[src/rtl/core/wdr_pkg.sv]
`timescale 1ns / 1ps
// ============================================================================
// wdr_pkg
// Shared types, constants and the arctangent table for the odometry block.
// ============================================================================
package wdr_pkg;

    localparam int ANGLE_FRAC_BITS_DEFAULT = 16;

    // Q4.30 trig datapath width and rotation step count
    localparam int TRIG_W       = 34;
    localparam int CORDIC_STEPS = 24;
    localparam int STEP_W       = $clog2(CORDIC_STEPS);

    localparam longint HALF_PI_Q30 = 64'sd1686629713;
    localparam longint PI_Q30      = 2 * HALF_PI_Q30;
    localparam longint TWO_PI_Q30  = 4 * HALF_PI_Q30;
    localparam longint CORDIC_GAIN = 64'sd652032874;

    // Reset values of registers and pose
    localparam logic        [31:0] MPC_RESET     = 32'd193625;
    localparam logic signed [19:0] OFFSET_RESET  = 20'sd102944;
    localparam logic signed [19:0] HEADING_RESET = 20'sd102944;
    localparam logic signed [31:0] START_X_RESET = 32'sd622592;
    localparam logic signed [31:0] START_Y_RESET = -32'sd707789;

    typedef enum logic [1:0] {
        REG_MPC     = 2'd0,
        REG_OFFSET  = 2'd1,
        REG_START_X = 2'd2,
        REG_START_Y = 2'd3
    } wdr_reg_idx_t;

    localparam logic FUNC_ENCODER = 1'b0;
    localparam logic FUNC_HEADING = 1'b1;

    typedef enum logic [2:0] {
        S_IDLE,
        S_SUM,
        S_DIST,
        S_WAIT,
        S_DISP_X,
        S_DISP_Y,
        S_UPD_Y,
        S_FINISH
    } wdr_state_t;

    typedef enum logic [2:0] {
        CS_IDLE,
        CS_REDUCE,
        CS_SIGN,
        CS_WRAP,
        CS_HALF,
        CS_ROTATE,
        CS_OUT
    } wdr_cs_t;

    typedef struct packed {
        logic                     done;
        logic signed [TRIG_W-1:0] cos_v;
        logic signed [TRIG_W-1:0] sin_v;
    } wdr_trig_t;

    function automatic logic signed [TRIG_W-1:0] atan_q30(input logic [STEP_W-1:0] step);
        logic signed [TRIG_W-1:0] a;
        case (step)
            5'd0:    a = 34'sh3243F6A8;
            5'd1:    a = 34'sh1DAC6705;
            5'd2:    a = 34'sh0FADBAFC;
            5'd3:    a = 34'sh07F56EA6;
            5'd4:    a = 34'sh03FEAB76;
            5'd5:    a = 34'sh01FFD55B;
            5'd6:    a = 34'sh00FFFAAA;
            5'd7:    a = 34'sh007FFF55;
            5'd8:    a = 34'sh003FFFEA;
            5'd9:    a = 34'sh001FFFFD;
            5'd10:   a = 34'sh000FFFFF;
            5'd11:   a = 34'sh0007FFFF;
            5'd12:   a = 34'sh0003FFFF;
            5'd13:   a = 34'sh0001FFFF;
            5'd14:   a = 34'sh0000FFFF;
            5'd15:   a = 34'sh00007FFF;
            5'd16:   a = 34'sh00003FFF;
            5'd17:   a = 34'sh00001FFF;
            5'd18:   a = 34'sh00000FFF;
            5'd19:   a = 34'sh000007FF;
            5'd20:   a = 34'sh000003FF;
            5'd21:   a = 34'sh000001FF;
            5'd22:   a = 34'sh000000FF;
            5'd23:   a = 34'sh0000007F;
            default: a = '0;
        endcase
        return a;
    endfunction

endpackage

[src/rtl/core/wdr_sincos.sv]
`timescale 1ns / 1ps
// ============================================================================
// wdr_sincos
// Iterative sine/cosine: modulo-2pi reduction, quadrant fold, 24-step CORDIC.
// ============================================================================
module wdr_sincos
    import wdr_pkg::*;
#(
    parameter int ANGLE_FRAC_BITS = ANGLE_FRAC_BITS_DEFAULT
)(
    input  logic               clk,
    input  logic               rst_n,
    input  logic               start,
    input  logic signed [19:0] theta,
    output wdr_trig_t          trig
);

    localparam int REDUCE_STEPS = (17 - ANGLE_FRAC_BITS > 1) ? 17 - ANGLE_FRAC_BITS : 1;
    localparam int K_W          = (REDUCE_STEPS > 1) ? $clog2(REDUCE_STEPS) : 1;
    localparam int RED_W        = (50 - ANGLE_FRAC_BITS > TRIG_W) ?
                                  50 - ANGLE_FRAC_BITS : TRIG_W;
    localparam int ANGLE_SHIFT  = 30 - ANGLE_FRAC_BITS;

    localparam logic        [RED_W-1:0]  TWO_PI_R  = RED_W'(TWO_PI_Q30);
    localparam logic signed [TRIG_W-1:0] PI_Z      = TRIG_W'(PI_Q30);
    localparam logic signed [TRIG_W-1:0] HALF_PI_Z = TRIG_W'(HALF_PI_Q30);
    localparam logic signed [TRIG_W-1:0] TWO_PI_Z  = TRIG_W'(TWO_PI_Q30);
    localparam logic signed [TRIG_W-1:0] GAIN_Z    = TRIG_W'(CORDIC_GAIN);
    localparam logic        [K_W-1:0]    K_LAST    = K_W'(REDUCE_STEPS - 1);
    localparam logic        [STEP_W-1:0] STEP_LAST = STEP_W'(CORDIC_STEPS - 1);

    wdr_cs_t                  cs_reg, cs_next;
    logic [K_W-1:0]           k_reg, k_next;
    logic [STEP_W-1:0]        step_reg, step_next;
    logic [RED_W-1:0]         red_mag_reg, red_mag_next;
    logic                     red_neg_reg, red_neg_next;
    logic                     qneg_reg, qneg_next;
    logic signed [TRIG_W-1:0] x_reg, x_next;
    logic signed [TRIG_W-1:0] y_reg, y_next;
    logic signed [TRIG_W-1:0] z_reg, z_next;
    logic signed [TRIG_W-1:0] cos_reg, cos_next;
    logic signed [TRIG_W-1:0] sin_reg, sin_next;
    logic                     done_reg, done_next;

    logic [19:0]              theta_mag;
    logic [RED_W-1:0]         red_sub;
    logic signed [TRIG_W-1:0] x_sh, y_sh;

    always_comb
    begin
        cs_next = cs_reg;
        case (cs_reg)
            CS_IDLE:   if (start) cs_next = CS_REDUCE;
            CS_REDUCE: if (k_reg == '0) cs_next = CS_SIGN;
            CS_SIGN:   cs_next = CS_WRAP;
            CS_WRAP:   cs_next = CS_HALF;
            CS_HALF:   cs_next = CS_ROTATE;
            CS_ROTATE: if (step_reg == STEP_LAST) cs_next = CS_OUT;
            CS_OUT:    cs_next = CS_IDLE;
            default:   cs_next = CS_IDLE;
        endcase
    end

    always_comb
    begin
        k_next       = k_reg;
        step_next    = step_reg;
        red_mag_next = red_mag_reg;
        red_neg_next = red_neg_reg;
        qneg_next    = qneg_reg;
        x_next       = x_reg;
        y_next       = y_reg;
        z_next       = z_reg;
        cos_next     = cos_reg;
        sin_next     = sin_reg;
        done_next    = 1'b0;

        theta_mag = theta[19] ? 20'(-theta) : 20'(theta);
        red_sub   = TWO_PI_R << k_reg;
        x_sh      = x_reg >>> step_reg;
        y_sh      = y_reg >>> step_reg;

        case (cs_reg)
            CS_IDLE:
            begin
                if (start)
                begin
                    red_mag_next = RED_W'(theta_mag) << ANGLE_SHIFT;
                    red_neg_next = theta[19];
                    k_next       = K_LAST;
                end
            end
            CS_REDUCE:
            begin
                // restoring remainder, one power-of-two multiple of 2pi per cycle
                if (red_mag_reg >= red_sub)
                    red_mag_next = red_mag_reg - red_sub;
                if (k_reg != '0)
                    k_next = k_reg - 1'b1;
            end
            CS_SIGN:
            begin
                z_next = red_neg_reg ? -$signed(TRIG_W'(red_mag_reg))
                                     :  $signed(TRIG_W'(red_mag_reg));
            end
            CS_WRAP:
            begin
                if (z_reg > PI_Z)
                    z_next = z_reg - TWO_PI_Z;
                else if (z_reg <= -PI_Z)
                    z_next = z_reg + TWO_PI_Z;
            end
            CS_HALF:
            begin
                qneg_next = 1'b0;
                if (z_reg > HALF_PI_Z)
                begin
                    z_next    = z_reg - PI_Z;
                    qneg_next = 1'b1;
                end
                else if (z_reg < -HALF_PI_Z)
                begin
                    z_next    = z_reg + PI_Z;
                    qneg_next = 1'b1;
                end
                x_next    = GAIN_Z;
                y_next    = '0;
                step_next = '0;
            end
            CS_ROTATE:
            begin
                if (!z_reg[TRIG_W-1])
                begin
                    x_next = x_reg - y_sh;
                    y_next = y_reg + x_sh;
                    z_next = z_reg - atan_q30(step_reg);
                end
                else
                begin
                    x_next = x_reg + y_sh;
                    y_next = y_reg - x_sh;
                    z_next = z_reg + atan_q30(step_reg);
                end
                step_next = step_reg + 1'b1;
            end
            CS_OUT:
            begin
                cos_next  = qneg_reg ? -x_reg : x_reg;
                sin_next  = qneg_reg ? -y_reg : y_reg;
                done_next = 1'b1;
            end
            default:
            begin
                done_next = 1'b0;
            end
        endcase
    end

    always_ff @(posedge clk or negedge rst_n)
    begin
        if (!rst_n)
        begin
            cs_reg   <= CS_IDLE;
            done_reg <= 1'b0;
            k_reg    <= '0;
            step_reg <= '0;
        end
        else
        begin
            cs_reg   <= cs_next;
            done_reg <= done_next;
            k_reg    <= k_next;
            step_reg <= step_next;
        end
    end

    always_ff @(posedge clk)
    begin
        red_mag_reg <= red_mag_next;
        red_neg_reg <= red_neg_next;
        qneg_reg    <= qneg_next;
        x_reg       <= x_next;
        y_reg       <= y_next;
        z_reg       <= z_next;
        cos_reg     <= cos_next;
        sin_reg     <= sin_next;
    end

    assign trig.done  = done_reg;
    assign trig.cos_v = cos_reg;
    assign trig.sin_v = sin_reg;

endmodule

[src/rtl/core/wheel_odometry_dead_reckoning_top.sv]
`timescale 1ns / 1ps
// ============================================================================
// wheel_odometry_dead_reckoning_top
// Dead-reckoning pose tracker for a differential-drive base.
// ============================================================================
// Usage:
//   Input channel (in_valid / in_stall) carries one sample per transfer.
//   func = FUNC_HEADING: yaw sets the heading (first yaw latched as reference),
//   and the sample goes straight to the finish step and the output register.
//   func = FUNC_ENCODER: absolute wheel counts; the block forms the count
//   deltas, the travelled distance, and moves x/y along the heading. The
//   sin/cos unit works out the heading's sin and cos, then the shared 34x16
//   multiplier builds both displacements. One sample is in work at a
//   time; in_stall is high while busy.
//   Output channel (out_valid / out_stall) presents pos_x, pos_y, heading
//   from an output register. A stalled result holds; the block still takes
//   the next sample and only waits at the end of its work if the previous
//   result has not been taken.
//   Configuration writes (cfg_we, cfg_index, cfg_data) take effect in the next cycle;
//   start_x / start_y also load the position at once.
//   Reset (rst_n, asynchronous) restores register defaults and the pose.
// ============================================================================
module wheel_odometry_dead_reckoning_top
    import wdr_pkg::*;
#(
    parameter int ANGLE_FRAC_BITS = ANGLE_FRAC_BITS_DEFAULT
)(
    input  logic               clk,
    input  logic               rst_n,
    input  logic               in_valid,
    output logic               in_stall,
    input  logic               func,
    input  logic signed [31:0] left_count,
    input  logic signed [31:0] right_count,
    input  logic signed [19:0] yaw,
    output logic               out_valid,
    input  logic               out_stall,
    output logic signed [31:0] pos_x,
    output logic signed [31:0] pos_y,
    output logic signed [19:0] heading,
    input  logic               cfg_we,
    input  logic [1:0]         cfg_index,
    input  logic [31:0]        cfg_data
);

    // pi in angle units, rounded
    localparam longint PI_QA_L = (PI_Q30 + (64'sd1 <<< (29 - ANGLE_FRAC_BITS)))
                                 >>> (30 - ANGLE_FRAC_BITS);
    localparam logic signed [21:0] PI_QA     = 22'(PI_QA_L);
    localparam logic signed [21:0] TWO_PI_QA = 22'(2 * PI_QA_L);

    localparam int ACC_W  = 88;
    localparam int DIST_W = 56;
    localparam int D_SPLIT = 28;
    localparam logic [ACC_W-1:0] ROUND_BIAS = ACC_W'(1) << 37;
    localparam logic [5:0] SH_NONE = 6'd0;
    localparam logic [5:0] SH_C_HI = 6'd16;
    localparam logic [5:0] SH_D_HI = 6'd28;
    localparam logic [5:0] SH_BOTH = 6'd44;
    localparam logic [1:0] DIST_LAST = 2'd1;
    localparam logic [1:0] DISP_LAST = 2'd3;

    wdr_state_t state_reg, state_next;
    logic [1:0] cnt_reg, cnt_next;

    logic        [31:0] mpc_reg, mpc_next;
    logic signed [19:0] offset_reg, offset_next;
    logic signed [31:0] start_x_reg, start_x_next;
    logic signed [31:0] start_y_reg, start_y_next;
    logic        [31:0] x_pos_reg, x_pos_next;
    logic        [31:0] y_pos_reg, y_pos_next;
    logic signed [19:0] heading_reg, heading_next;
    logic signed [31:0] prev_left_reg, prev_left_next;
    logic signed [31:0] prev_right_reg, prev_right_next;
    logic signed [19:0] yaw_ref_reg, yaw_ref_next;
    logic               first_pending_reg, first_pending_next;

    logic signed [32:0] dl_reg, dl_next;
    logic signed [32:0] dr_reg, dr_next;
    logic [33:0]        mag_reg, mag_next;
    logic               dist_neg_reg, dist_neg_next;
    logic [DIST_W-1:0]  dist_reg, dist_next;
    logic [ACC_W-1:0]   acc_reg, acc_next;

    logic               out_valid_reg, out_valid_next;
    logic signed [31:0] pos_x_reg, pos_y_reg;
    logic signed [19:0] heading_out_reg;

    logic               in_xfer;
    logic               out_free;
    logic               out_load;
    logic               trig_start;
    wdr_trig_t          trig;

    // shared multiplier
    logic [33:0]        mul_a;
    logic [15:0]        mul_b;
    logic [5:0]         mul_sh;
    logic               mul_en;
    logic               acc_clear;
    logic               acc_round;
    logic [49:0]        mul_prod;
    logic [ACC_W-1:0]   mul_term;
    logic [ACC_W-1:0]   acc_base;

    logic [TRIG_W-1:0]  trig_abs;
    logic signed [TRIG_W-1:0] trig_sel;
    logic [31:0]        c_mag;
    logic [33:0]        d_lo, d_hi;
    logic [31:0]        disp_v;
    logic [31:0]        disp_signed;
    logic               disp_neg;
    logic signed [33:0] sum34;
    logic signed [21:0] th22;
    logic signed [19:0] yaw_ref_eff;

    assign in_xfer  = in_valid && !in_stall;
    assign out_free = !out_valid_reg || !out_stall;

    wdr_sincos #(
        .ANGLE_FRAC_BITS (ANGLE_FRAC_BITS)
    ) u_sincos (
        .clk   (clk),
        .rst_n (rst_n),
        .start (trig_start),
        .theta (heading_reg),
        .trig  (trig)
    );

    // ------------------------------------------------------------------
    // Sequencer: next state
    // ------------------------------------------------------------------
    always_comb
    begin
        state_next = state_reg;
        case (state_reg)
            S_IDLE:
            begin
                if (in_xfer)
                    state_next = (func == FUNC_ENCODER) ? S_SUM : S_FINISH;
            end
            S_SUM:    state_next = S_DIST;
            S_DIST:   if (cnt_reg == DIST_LAST) state_next = S_WAIT;
            S_WAIT:   if (trig.done) state_next = S_DISP_X;
            S_DISP_X: if (cnt_reg == DISP_LAST) state_next = S_DISP_Y;
            S_DISP_Y: if (cnt_reg == DISP_LAST) state_next = S_UPD_Y;
            S_UPD_Y:  state_next = S_FINISH;
            S_FINISH: if (out_free) state_next = S_IDLE;
            default:  state_next = S_IDLE;
        endcase
    end

    // ------------------------------------------------------------------
    // Sequencer: outputs (handshake, multiplier operand steering)
    // ------------------------------------------------------------------
    always_comb
    begin
        in_stall   = (state_reg != S_IDLE);
        trig_start = (state_reg == S_IDLE) && in_valid && (func == FUNC_ENCODER);
        out_load   = (state_reg == S_FINISH) && out_free;
        cnt_next   = '0;
        mul_en     = 1'b0;
        acc_clear  = 1'b0;
        acc_round  = 1'b0;
        mul_a      = '0;
        mul_b      = '0;
        mul_sh     = SH_NONE;

        trig_sel = (state_reg == S_DISP_Y) ? trig.sin_v : trig.cos_v;
        trig_abs = trig_sel[TRIG_W-1] ? TRIG_W'(-trig_sel) : TRIG_W'(trig_sel);
        c_mag    = trig_abs[31:0];
        d_lo     = {6'b0, dist_reg[D_SPLIT-1:0]};
        d_hi     = {6'b0, dist_reg[DIST_W-1:D_SPLIT]};

        case (state_reg)
            S_DIST:
            begin
                // distance = |sum| * metres_per_count, two 16-bit halves
                mul_en    = 1'b1;
                acc_clear = (cnt_reg == '0);
                mul_a     = mag_reg;
                mul_b     = (cnt_reg == '0) ? mpc_reg[15:0] : mpc_reg[31:16];
                mul_sh    = (cnt_reg == '0) ? SH_NONE : SH_C_HI;
                cnt_next  = (cnt_reg == DIST_LAST) ? 2'd0 : cnt_reg + 2'd1;
            end
            S_DISP_X, S_DISP_Y:
            begin
                // four partial products of distance times |trig|
                mul_en    = 1'b1;
                acc_clear = (cnt_reg == '0);
                acc_round = 1'b1;
                case (cnt_reg)
                    2'd0:
                    begin
                        mul_a  = d_lo;
                        mul_b  = c_mag[15:0];
                        mul_sh = SH_NONE;
                    end
                    2'd1:
                    begin
                        mul_a  = d_lo;
                        mul_b  = c_mag[31:16];
                        mul_sh = SH_C_HI;
                    end
                    2'd2:
                    begin
                        mul_a  = d_hi;
                        mul_b  = c_mag[15:0];
                        mul_sh = SH_D_HI;
                    end
                    default:
                    begin
                        mul_a  = d_hi;
                        mul_b  = c_mag[31:16];
                        mul_sh = SH_BOTH;
                    end
                endcase
                cnt_next = (cnt_reg == DISP_LAST) ? 2'd0 : cnt_reg + 2'd1;
            end
            default:
            begin
                cnt_next = '0;
            end
        endcase
    end

    assign mul_prod = mul_a * mul_b;
    assign mul_term = ACC_W'(mul_prod) << mul_sh;
    assign acc_base = acc_clear ? (acc_round ? ROUND_BIAS : '0) : acc_reg;

    // ------------------------------------------------------------------
    // Datapath next values
    // ------------------------------------------------------------------
    always_comb
    begin
        mpc_next           = mpc_reg;
        offset_next        = offset_reg;
        start_x_next       = start_x_reg;
        start_y_next       = start_y_reg;
        x_pos_next         = x_pos_reg;
        y_pos_next         = y_pos_reg;
        heading_next       = heading_reg;
        prev_left_next     = prev_left_reg;
        prev_right_next    = prev_right_reg;
        yaw_ref_next       = yaw_ref_reg;
        first_pending_next = first_pending_reg;
        dl_next            = dl_reg;
        dr_next            = dr_reg;
        mag_next           = mag_reg;
        dist_neg_next      = dist_neg_reg;
        dist_next          = dist_reg;
        acc_next           = mul_en ? acc_base + mul_term : acc_reg;

        sum34       = 34'(dl_reg) + 34'(dr_reg);
        disp_v      = acc_reg[69:38];
        disp_neg    = dist_neg_reg ^ ((state_reg == S_UPD_Y) ? trig.sin_v[TRIG_W-1]
                                                             : trig.cos_v[TRIG_W-1]);
        disp_signed = disp_neg ? 32'd0 - disp_v : disp_v;
        th22        = 22'(heading_reg);
        yaw_ref_eff = first_pending_reg ? yaw : yaw_ref_reg;

        case (state_reg)
            S_IDLE:
            begin
                if (in_xfer && func == FUNC_ENCODER)
                begin
                    dl_next         = 33'(left_count) - 33'(prev_left_reg);
                    dr_next         = 33'(right_count) - 33'(prev_right_reg);
                    prev_left_next  = left_count;
                    prev_right_next = right_count;
                end
                else if (in_xfer)
                begin
                    // first heading sample becomes the yaw reference
                    if (first_pending_reg)
                    begin
                        yaw_ref_next       = yaw;
                        first_pending_next = 1'b0;
                    end
                    heading_next = yaw - yaw_ref_eff + offset_reg;
                end
            end
            S_SUM:
            begin
                mag_next      = sum34[33] ? 34'(-sum34) : 34'(sum34);
                dist_neg_next = sum34[33];
            end
            S_WAIT:
            begin
                dist_next = acc_reg[64:9];
            end
            S_DISP_Y:
            begin
                // x product finished on the previous edge
                if (cnt_reg == '0)
                    x_pos_next = x_pos_reg + disp_signed;
            end
            S_UPD_Y:
            begin
                y_pos_next = y_pos_reg + disp_signed;
                // wrap heading once into (-pi, pi]
                if (th22 > PI_QA)
                    heading_next = 20'(th22 - TWO_PI_QA);
                else if (th22 <= -PI_QA)
                    heading_next = 20'(th22 + TWO_PI_QA);
            end
            default:
            begin
                dist_next = dist_reg;
            end
        endcase

        if (cfg_we)
        begin
            case (wdr_reg_idx_t'(cfg_index))
                REG_MPC:     mpc_next = cfg_data;
                REG_OFFSET:  offset_next = cfg_data[19:0];
                REG_START_X:
                begin
                    start_x_next = cfg_data;
                    x_pos_next   = cfg_data;
                end
                REG_START_Y:
                begin
                    start_y_next = cfg_data;
                    y_pos_next   = cfg_data;
                end
                default:     mpc_next = mpc_reg;
            endcase
        end

        out_valid_next = out_valid_reg;
        if (out_load)
            out_valid_next = 1'b1;
        else if (out_valid_reg && !out_stall)
            out_valid_next = 1'b0;
    end

    always_ff @(posedge clk or negedge rst_n)
    begin
        if (!rst_n)
        begin
            state_reg         <= S_IDLE;
            cnt_reg           <= '0;
            out_valid_reg     <= 1'b0;
            mpc_reg           <= MPC_RESET;
            offset_reg        <= OFFSET_RESET;
            start_x_reg       <= START_X_RESET;
            start_y_reg       <= START_Y_RESET;
            x_pos_reg         <= START_X_RESET;
            y_pos_reg         <= START_Y_RESET;
            heading_reg       <= HEADING_RESET;
            prev_left_reg     <= '0;
            prev_right_reg    <= '0;
            yaw_ref_reg       <= '0;
            first_pending_reg <= 1'b1;
        end
        else
        begin
            state_reg         <= state_next;
            cnt_reg           <= cnt_next;
            out_valid_reg     <= out_valid_next;
            mpc_reg           <= mpc_next;
            offset_reg        <= offset_next;
            start_x_reg       <= start_x_next;
            start_y_reg       <= start_y_next;
            x_pos_reg         <= x_pos_next;
            y_pos_reg         <= y_pos_next;
            heading_reg       <= heading_next;
            prev_left_reg     <= prev_left_next;
            prev_right_reg    <= prev_right_next;
            yaw_ref_reg       <= yaw_ref_next;
            first_pending_reg <= first_pending_next;
        end
    end

    // payload registers, no reset
    always_ff @(posedge clk)
    begin
        dl_reg       <= dl_next;
        dr_reg       <= dr_next;
        mag_reg      <= mag_next;
        dist_neg_reg <= dist_neg_next;
        dist_reg     <= dist_next;
        acc_reg      <= acc_next;
        if (out_load)
        begin
            pos_x_reg       <= x_pos_reg;
            pos_y_reg       <= y_pos_reg;
            heading_out_reg <= heading_reg;
        end
    end

    assign out_valid = out_valid_reg;
    assign pos_x     = pos_x_reg;
    assign pos_y     = pos_y_reg;
    assign heading   = heading_out_reg;

    // ------------------------------------------------------------------
    // Assertions
    // ------------------------------------------------------------------
    a_out_from_finish: assert property (@(posedge clk) disable iff (!rst_n)
        $rose(out_valid_reg) |-> $past(state_reg) == S_FINISH)
        else $error("result presented outside the finish step");

    a_heading_keeps_counts: assert property (@(posedge clk) disable iff (!rst_n)
        in_xfer && func == FUNC_HEADING |=> $stable(prev_left_reg) && $stable(prev_right_reg))
        else $error("heading transfer changed stored wheel counts");

    a_reference_latched_once: assert property (@(posedge clk) disable iff (!rst_n)
        !first_pending_reg |=> !first_pending_reg)
        else $error("yaw reference re-armed");

    a_trig_done_while_waiting: assert property (@(posedge clk) disable iff (!rst_n)
        trig.done |-> state_reg == S_WAIT)
        else $error("sin/cos result arrived while sequencer not waiting");

endmodule
[config.mk]
export PLATFORM = sky130hd
export DESIGN_NAME = wheel_odometry_dead_reckoning_top
export DESIGN_NICKNAME = d
export VERILOG_FILES = /design/src/rtl/core/wdr_pkg.sv /design/src/rtl/core/wdr_sincos.sv /design/src/rtl/core/wheel_odometry_dead_reckoning_top.sv
export SDC_FILE = /design/constraint.sdc
export NUM_CORES = 2
export LEC_CHECK = 0
export BUFFER_PORTS_ARGS = -buffer_cell sky130_fd_sc_hd__buf_2
export CAP_MARGIN = 25
export CORE_MARGIN = 2
export CORE_UTILIZATION = 60
export CTS_BUF_LIST = sky130_fd_sc_hd__clkbuf_8
export CTS_CLUSTER_DIAMETER = 150
export DETAILED_ROUTE_END_ITERATION = 10
export GPL_ROUTABILITY_DRIVEN = 0
export GPL_TIMING_DRIVEN = 1
export HOLD_SLACK_MARGIN = 0.15
export MAX_ROUTING_LAYER = met4
export PLACE_DENSITY = 0.88
export REMOVE_ABC_BUFFERS = 1
export SYNTH_ARGS = -nofsm -noshare
export SYNTH_HDL_FRONTEND = slang
export SYNTH_SLANG_ARGS = --single-unit
[constraint.sdc]
create_clock -name clk -period 15.2 [get_ports clk]
set_input_delay 3.04 -clock clk [delete_from_list [all_inputs] [get_ports clk]]
set_output_delay 3.04 -clock clk [all_outputs]
set_load 0.02 [all_outputs]
== Word level (Yosys, flattened, before mapping) ==
Memories as Yosys holds them, arrays and structs flattened.
Cells that the tools add are included.
Word-level totals
  bits of input ports: 124
  flip-flop bits (word level): 772
  bits in writable memories: 0
  memories kept: 2
  output and inout bits: 86
  logic and storage cells: 226
  bits in latches: 0
  memory bits (read-only): 1920
Memory list
  (no name shown): depth 32, width 30, read ports 1, clocked after Yosys merged registers in 0, wr ports 0, line wdr_pkg.sv:66  | case (step)
  (no name shown): depth 32, width 30, read ports 1, clocked after Yosys merged registers in 0, wr ports 0, line wdr_pkg.sv:66
Cells by class
  shifts and indexed selects: 4
  equal/unequal tests: 34
  multiplexer cells: 75
  multipliers: 1
  reduce and logical (&&, ||, !) cells: 35
  magnitude comparators: 7
  add/subtract/negate cells: 31
  bitwise gates (word level): 3
  divide/modulo/power cells: 0
Operators by type and width (number)
  $mux 34: 17
  $mux 32: 9
  $pmux 34 s2: 4
  $neg 34->34: 4
  $pmux 34 s4: 1
  $sub 34x34->34: 4
  $mux 20: 6
  $add 34x34->34: 3
  $add 88x88->88: 1
  $mux 88: 1
  $shl 50x6->88: 1
  $sshr 34x5->34: 2
  $sub 32x32->33: 2
  $add 32x32->32: 2
  $mul 34x16->50: 1
  $pmux 20 s2: 1
  $mux 38: 1
  $add 33x33->34: 1
  $add 34x33->34 const B: 1
  $add 34x34->34 const B: 1
  $ge 34x34->1: 1
  $gt 34x32->1 const B: 1
  $gt 34x33->1 const B: 1
  $le 34x33->1 const B: 1
  56 further kinds: 123

== Logic depth before layout (Yosys ltp) ==
  word-level depth: 9
  gate-level depth with buffers: 53
  mapped depth without buffers: 47

== Hierarchy ==
From an unflattened synthesis, not the netlist that was laid out.
Second synthesis, totals
  cell total of the unflattened synthesis: 9335
  area total of the unflattened synthesis: 81899.8 um2
Modules (own cells, without submodules)
  wheel_odometry_dead_reckoning_top: area each 55957.4 um2, sequential area each 15077.0 um2, cells an instance 6270, times used 1
  wdr_sincos: area each 25942.4 um2, sequential area each 6351.1 um2, cells an instance 3065, times used 1

== Worst setup path before layout ==
OpenSTA, ideal clock, no wires.
  path type: register to register
  from: register state_reg[1]
  to: register acc_reg[68] (data pin)
  arrival time: 12057 ps
  path buffers: 6
  stages on the path, launching flop included: 51
  period minus slack after synthesis: 12320 ps
  setup slack: 2880 ps
  required time: 14937 ps
  path through: dfrtp_1 and3b_1 clkbuf_1 buf_2 buf_1 clkbuf_1 mux2i_1 ha_1 nand4_1 nor3_1 and2_1 and3_1 a41oi_1 xor2_1 a21oi_1 a21oi_1 clkbuf_1 nor2_1 (+15 left out) o21ai_0 xor2_1 nand2_1 o2bb2ai_1 o22ai_1 ha_1 clkbuf_1 a21o_1 a21o_1 a21oi_1 o21ai_0 a311oi_1 o21ai_0 a22o_1 a31oi_1 o211ai_1 a311oi_1 xnor2_1
Between the ends
  word-level cells in the longest chain between the ends: 9
RTL lines
  start, declared: line wheel_odometry_dead_reckoning_top.sv:63  | wdr_state_t state_reg, state_next;
  start signal, assigned: line wheel_odometry_dead_reckoning_top.sv:360  | state_reg <= state_next;
  $eq 3x3->1: line wheel_odometry_dead_reckoning_top.sv:169, wheel_odometry_dead_reckoning_top.sv:175
  $mux 34: line wheel_odometry_dead_reckoning_top.sv:169  | trig_sel = (state_reg == S_DISP_Y) ? trig.sin_v : trig.cos_v;
  $neg 32->32: line wheel_odometry_dead_reckoning_top.sv:170  | trig_abs = trig_sel[TRIG_W-1] ? TRIG_W'(-trig_sel) : TRIG_W'(trig_sel);
  $mux 32: line wheel_odometry_dead_reckoning_top.sv:170
  $mux 16: line wheel_odometry_dead_reckoning_top.sv:192  | case (cnt_reg)
  $pmux 16 s2: line wheel_odometry_dead_reckoning_top.sv:175  | case (state_reg)
  $mul 34x16->50: line wheel_odometry_dead_reckoning_top.sv:227  | assign mul_prod = mul_a * mul_b;
  $shl 50x6->88: line wheel_odometry_dead_reckoning_top.sv:228  | assign mul_term = ACC_W'(mul_prod) << mul_sh;
  $add 88x88->88 (*): line wheel_odometry_dead_reckoning_top.sv:252  | acc_next = mul_en ? acc_base + mul_term : acc_reg;
  end signal, assigned: line wheel_odometry_dead_reckoning_top.sv:385  | acc_reg <= acc_next;
  end, declared: line wheel_odometry_dead_reckoning_top.sv:83  | logic [ACC_W-1:0] acc_reg, acc_next;
Mark *: on every way between the ends. The rest lies on a longest branch, timed or not.
A chain may end at the register's enable or synchronous reset.

== Worst setup path in the final report ==
  from: register state_reg[2]
  to: register acc_reg[68] (data pin)
Same word-level chain as after synthesis.

==> impl_metrics.json <==
{
  "status": "complete, but fails checks",
  "failed_checks": "DRC",
  "multi_input_area_um2": 54900,
  "grt-ovfl-total": 0,
  "grt_pass1_wl_mm": 394,
  "worst_slack_ps": 881,
  "setup_tns_ps": 0,
  "synth_area_um2": 81000,
  "via_per_inst": 6.70,
  "startpoint": "state_reg[2]$_DFFE_PN0P_",
  "grt_antenna_before_repair": 13,
  "clock_path_buffers": 3,
  "rsz0062_at_grt": "false",
  "ys_warn_count": 0,
  "die_height_um": 371,
  "clkSlewWorstSetupHoldPaths_ps": 70,
  "cap_violations": 0,
  "synth_edf_count": 513,
  "dp_slack_ps": 1500,
  "dr.pass1.iters": 11,
  "max_stage_delay_ps": 930,
  "crit_fanout": 39,
  "max_freq_mhz": 69.8,
  "design.die.area_um2": 138000,
  "synth_top_area_frac": 0.190,
  "regToRegSetupSlack_ps": 880,
  "avgRoutedWirePerCell_um": 22.8,
  "max-slew-margin-rel": 0.273,
  "num_rows": 134,
  "timing.final.crit_period_ps": 14320,
  "skew_ps": 70.7,
  "grt_pass1_vias": 72800,
  "syn_inst": 9152,
  "core-area_um2": 134000,
  "postCtsSetupRepairBufs": 0,
  "htreeDepth": 4,
  "slowest_stage": "and3b_2",
  "start_kind": "register",
  "r2r_cells": 46,
  "synthTopCellsByCount": "1,057 x nand2_1, 843 x inv_1, 645 x nor2_1, 636 x a21oi_1, 549 x o21ai_0",
  "largest_register_ffs": 70,
  "grt_max_degree": 194,
  "vias": 74000,
  "setup_viol": 0,
  "yosysMostFrequentCell": "nand2_1",
  "synthTopCellsByArea": "edfxtp_1 19%, fa_1 12%, ha_1 8.4%",
  "synth-seq-cells": 749,
  "ios": 210,
  "cts_tree": "yes",
  "cts_buffers": 133,
  "synth_cell_type_count": 97,
  "ant_nets": 0,
  "regArea_um2": 21400,
  "clock_sinks": 749,
  "synthFlopType": "edfxtp_1",
  "drtIter0Drc": 10600,
  "drive_gt1_frac": 0.0944,
  "hp-class": "reg2reg",
  "nets": 10300,
  "cts_resized": 0,
  "dp_hpwl_mm": 189,
  "rr_endpoint": "acc_reg[68]$_DFFE_PN_",
  "hold_violations": 0,
  "yosysTopAreaCell": "edfxtp_1",
  "wirelength_mm": 252,
  "final_cell_count_no_fill": 11100,
  "grtUsageTotal": 0.372,
  "cp-endpoint": "acc_reg[68]$_DFFE_PN_",
  "endpoint_kind": "register",
  "io_buffer_count": 209,
  "path_class": "reg2reg",
  "synth-seq-area-share": 0.264,
  "start_util": 0.605,
  "fin_crit_sh": 0.942,
  "async_flop_share": 0.315,
  "cts-root-buf": "clkbuf_8",
  "worstSkewPairLatency_ps": 910,
  "rr_startpoint": "state_reg[2]$_DFFE_PN0P_",
  "dpl.cell_count": 10800,
  "area_growth_pct": 6.60,
  "die_w_um": 371,
  "required_ps": 15840,
  "tightest_slew_ps": 1090,
  "slew_violations": 0,
  "hold_ws_ps": 445,
  "cts_hold_buf": 0,
  "postSynthAreaPerCell_um2": 8.85,
  "fillers": 10100,
  "drc": 4,
  "cp.arrival_ps": 14960
}
[area by class of cell]
| class | instances | area share |
|---|---|---|
| clock buffer | 156 | 0.0249 |
| multi-input combinational | 7114 | 0.636 |
| clock inverter | 91 | 0.00677 |
| sequential | 749 | 0.248 |
| inverter | 845 | 0.0367 |
| timing repair buffer | 318 | 0.0223 |
| tap | 1768 | 0.0256 |
| antenna | 16 | 0.000464 |
[kinds of logic after synthesis]
group	count (synthesis)	share of synthesized area
compound gates	2260	0.174
xor+xnor	698	0.0755
fa+ha+maj	1021	0.202
buf+inv	1289	0.0613
flops	749	0.264
mux	392	0.0654
simple gates	2743	0.158
[cell usage in the layout, fill, tap and decap left out, types with 85 or more instances in the layout]
master / count
dfrtp_1: 185
ha_1: 544
and3_1: 105
buf_4: 103
and2_1: 167
nand3_1: 142
o21ai_0: 539
a21oi_1: 632
inv_1: 881
nand2_1: 1054
a211oi_1: 85
mux2i_1: 163
fa_1: 476
o31ai_1: 87
nor3_1: 150
xor2_1: 247
xnor2_1: 451
nor2_1: 641
mux2_2: 135
a31oi_1: 115
clkbuf_8: 156
buf_2: 208
a21o_1: 249
edfxtp_1: 513
[how the worst min path moves through the flow]
stage	startpoint	to	cells past startpoint
6_report	acc_reg[36]$_DFFE_PN_	dist_reg[27]$_DFFE_PP_	0
2_1_floorplan	acc_reg[9]$_DFFE_PN_	dist_reg[0]$_DFFE_PP_	0
5_1_grt	acc_reg[14]$_DFFE_PN_	dist_reg[5]$_DFFE_PP_	0
3_5_place_dp	acc_reg[35]$_DFFE_PN_	dist_reg[26]$_DFFE_PP_	0
3_3_place_gp	acc_reg[35]$_DFFE_PN_	dist_reg[26]$_DFFE_PP_	0
4_1_cts	acc_reg[35]$_DFFE_PN_	dist_reg[26]$_DFFE_PP_	0
[critical path: cells and delay by family (launching register included)]
family | cells | cell delay (ps)
XOR/XNOR | 3 | 530
AO/OA/AOI/OAI | 20 | 5470
multiplexers | 1 | 540
AND/OR/NAND/NOR | 8 | 2650
flip-flops | 1 | 590
adder cells (fa/ha/maj) | 8 | 3670
buffers and inverters | 6 | 620
[metal layers]
layer / up-vias / routed length [um] / part of all wire / global-route usage
met4: 0 / 19600 / 0.078 / 0.240
met1: 34900 / 87600 / 0.35 / 0.440
met2: 5587 / 110000 / 0.44 / 0.553
met5: - / 0 / 0 / -
met3: 1440 / 34900 / 0.14 / 0.109
li1: 32100 / - / - / -
[per-stage QoR]
stage	area (um2)	utilization
2_1_floorplan	79200	-
3_3_place_gp	83500	0.624
3_5_place_dp	83500	0.624
4_1_cts	86200	0.645
5_1_grt	86300	0.645
6_report	86300	0.645
Power is left out: the tool's default activity adds up to more than one toggle a clock period on the data nets, which glitch-free logic cannot reach.
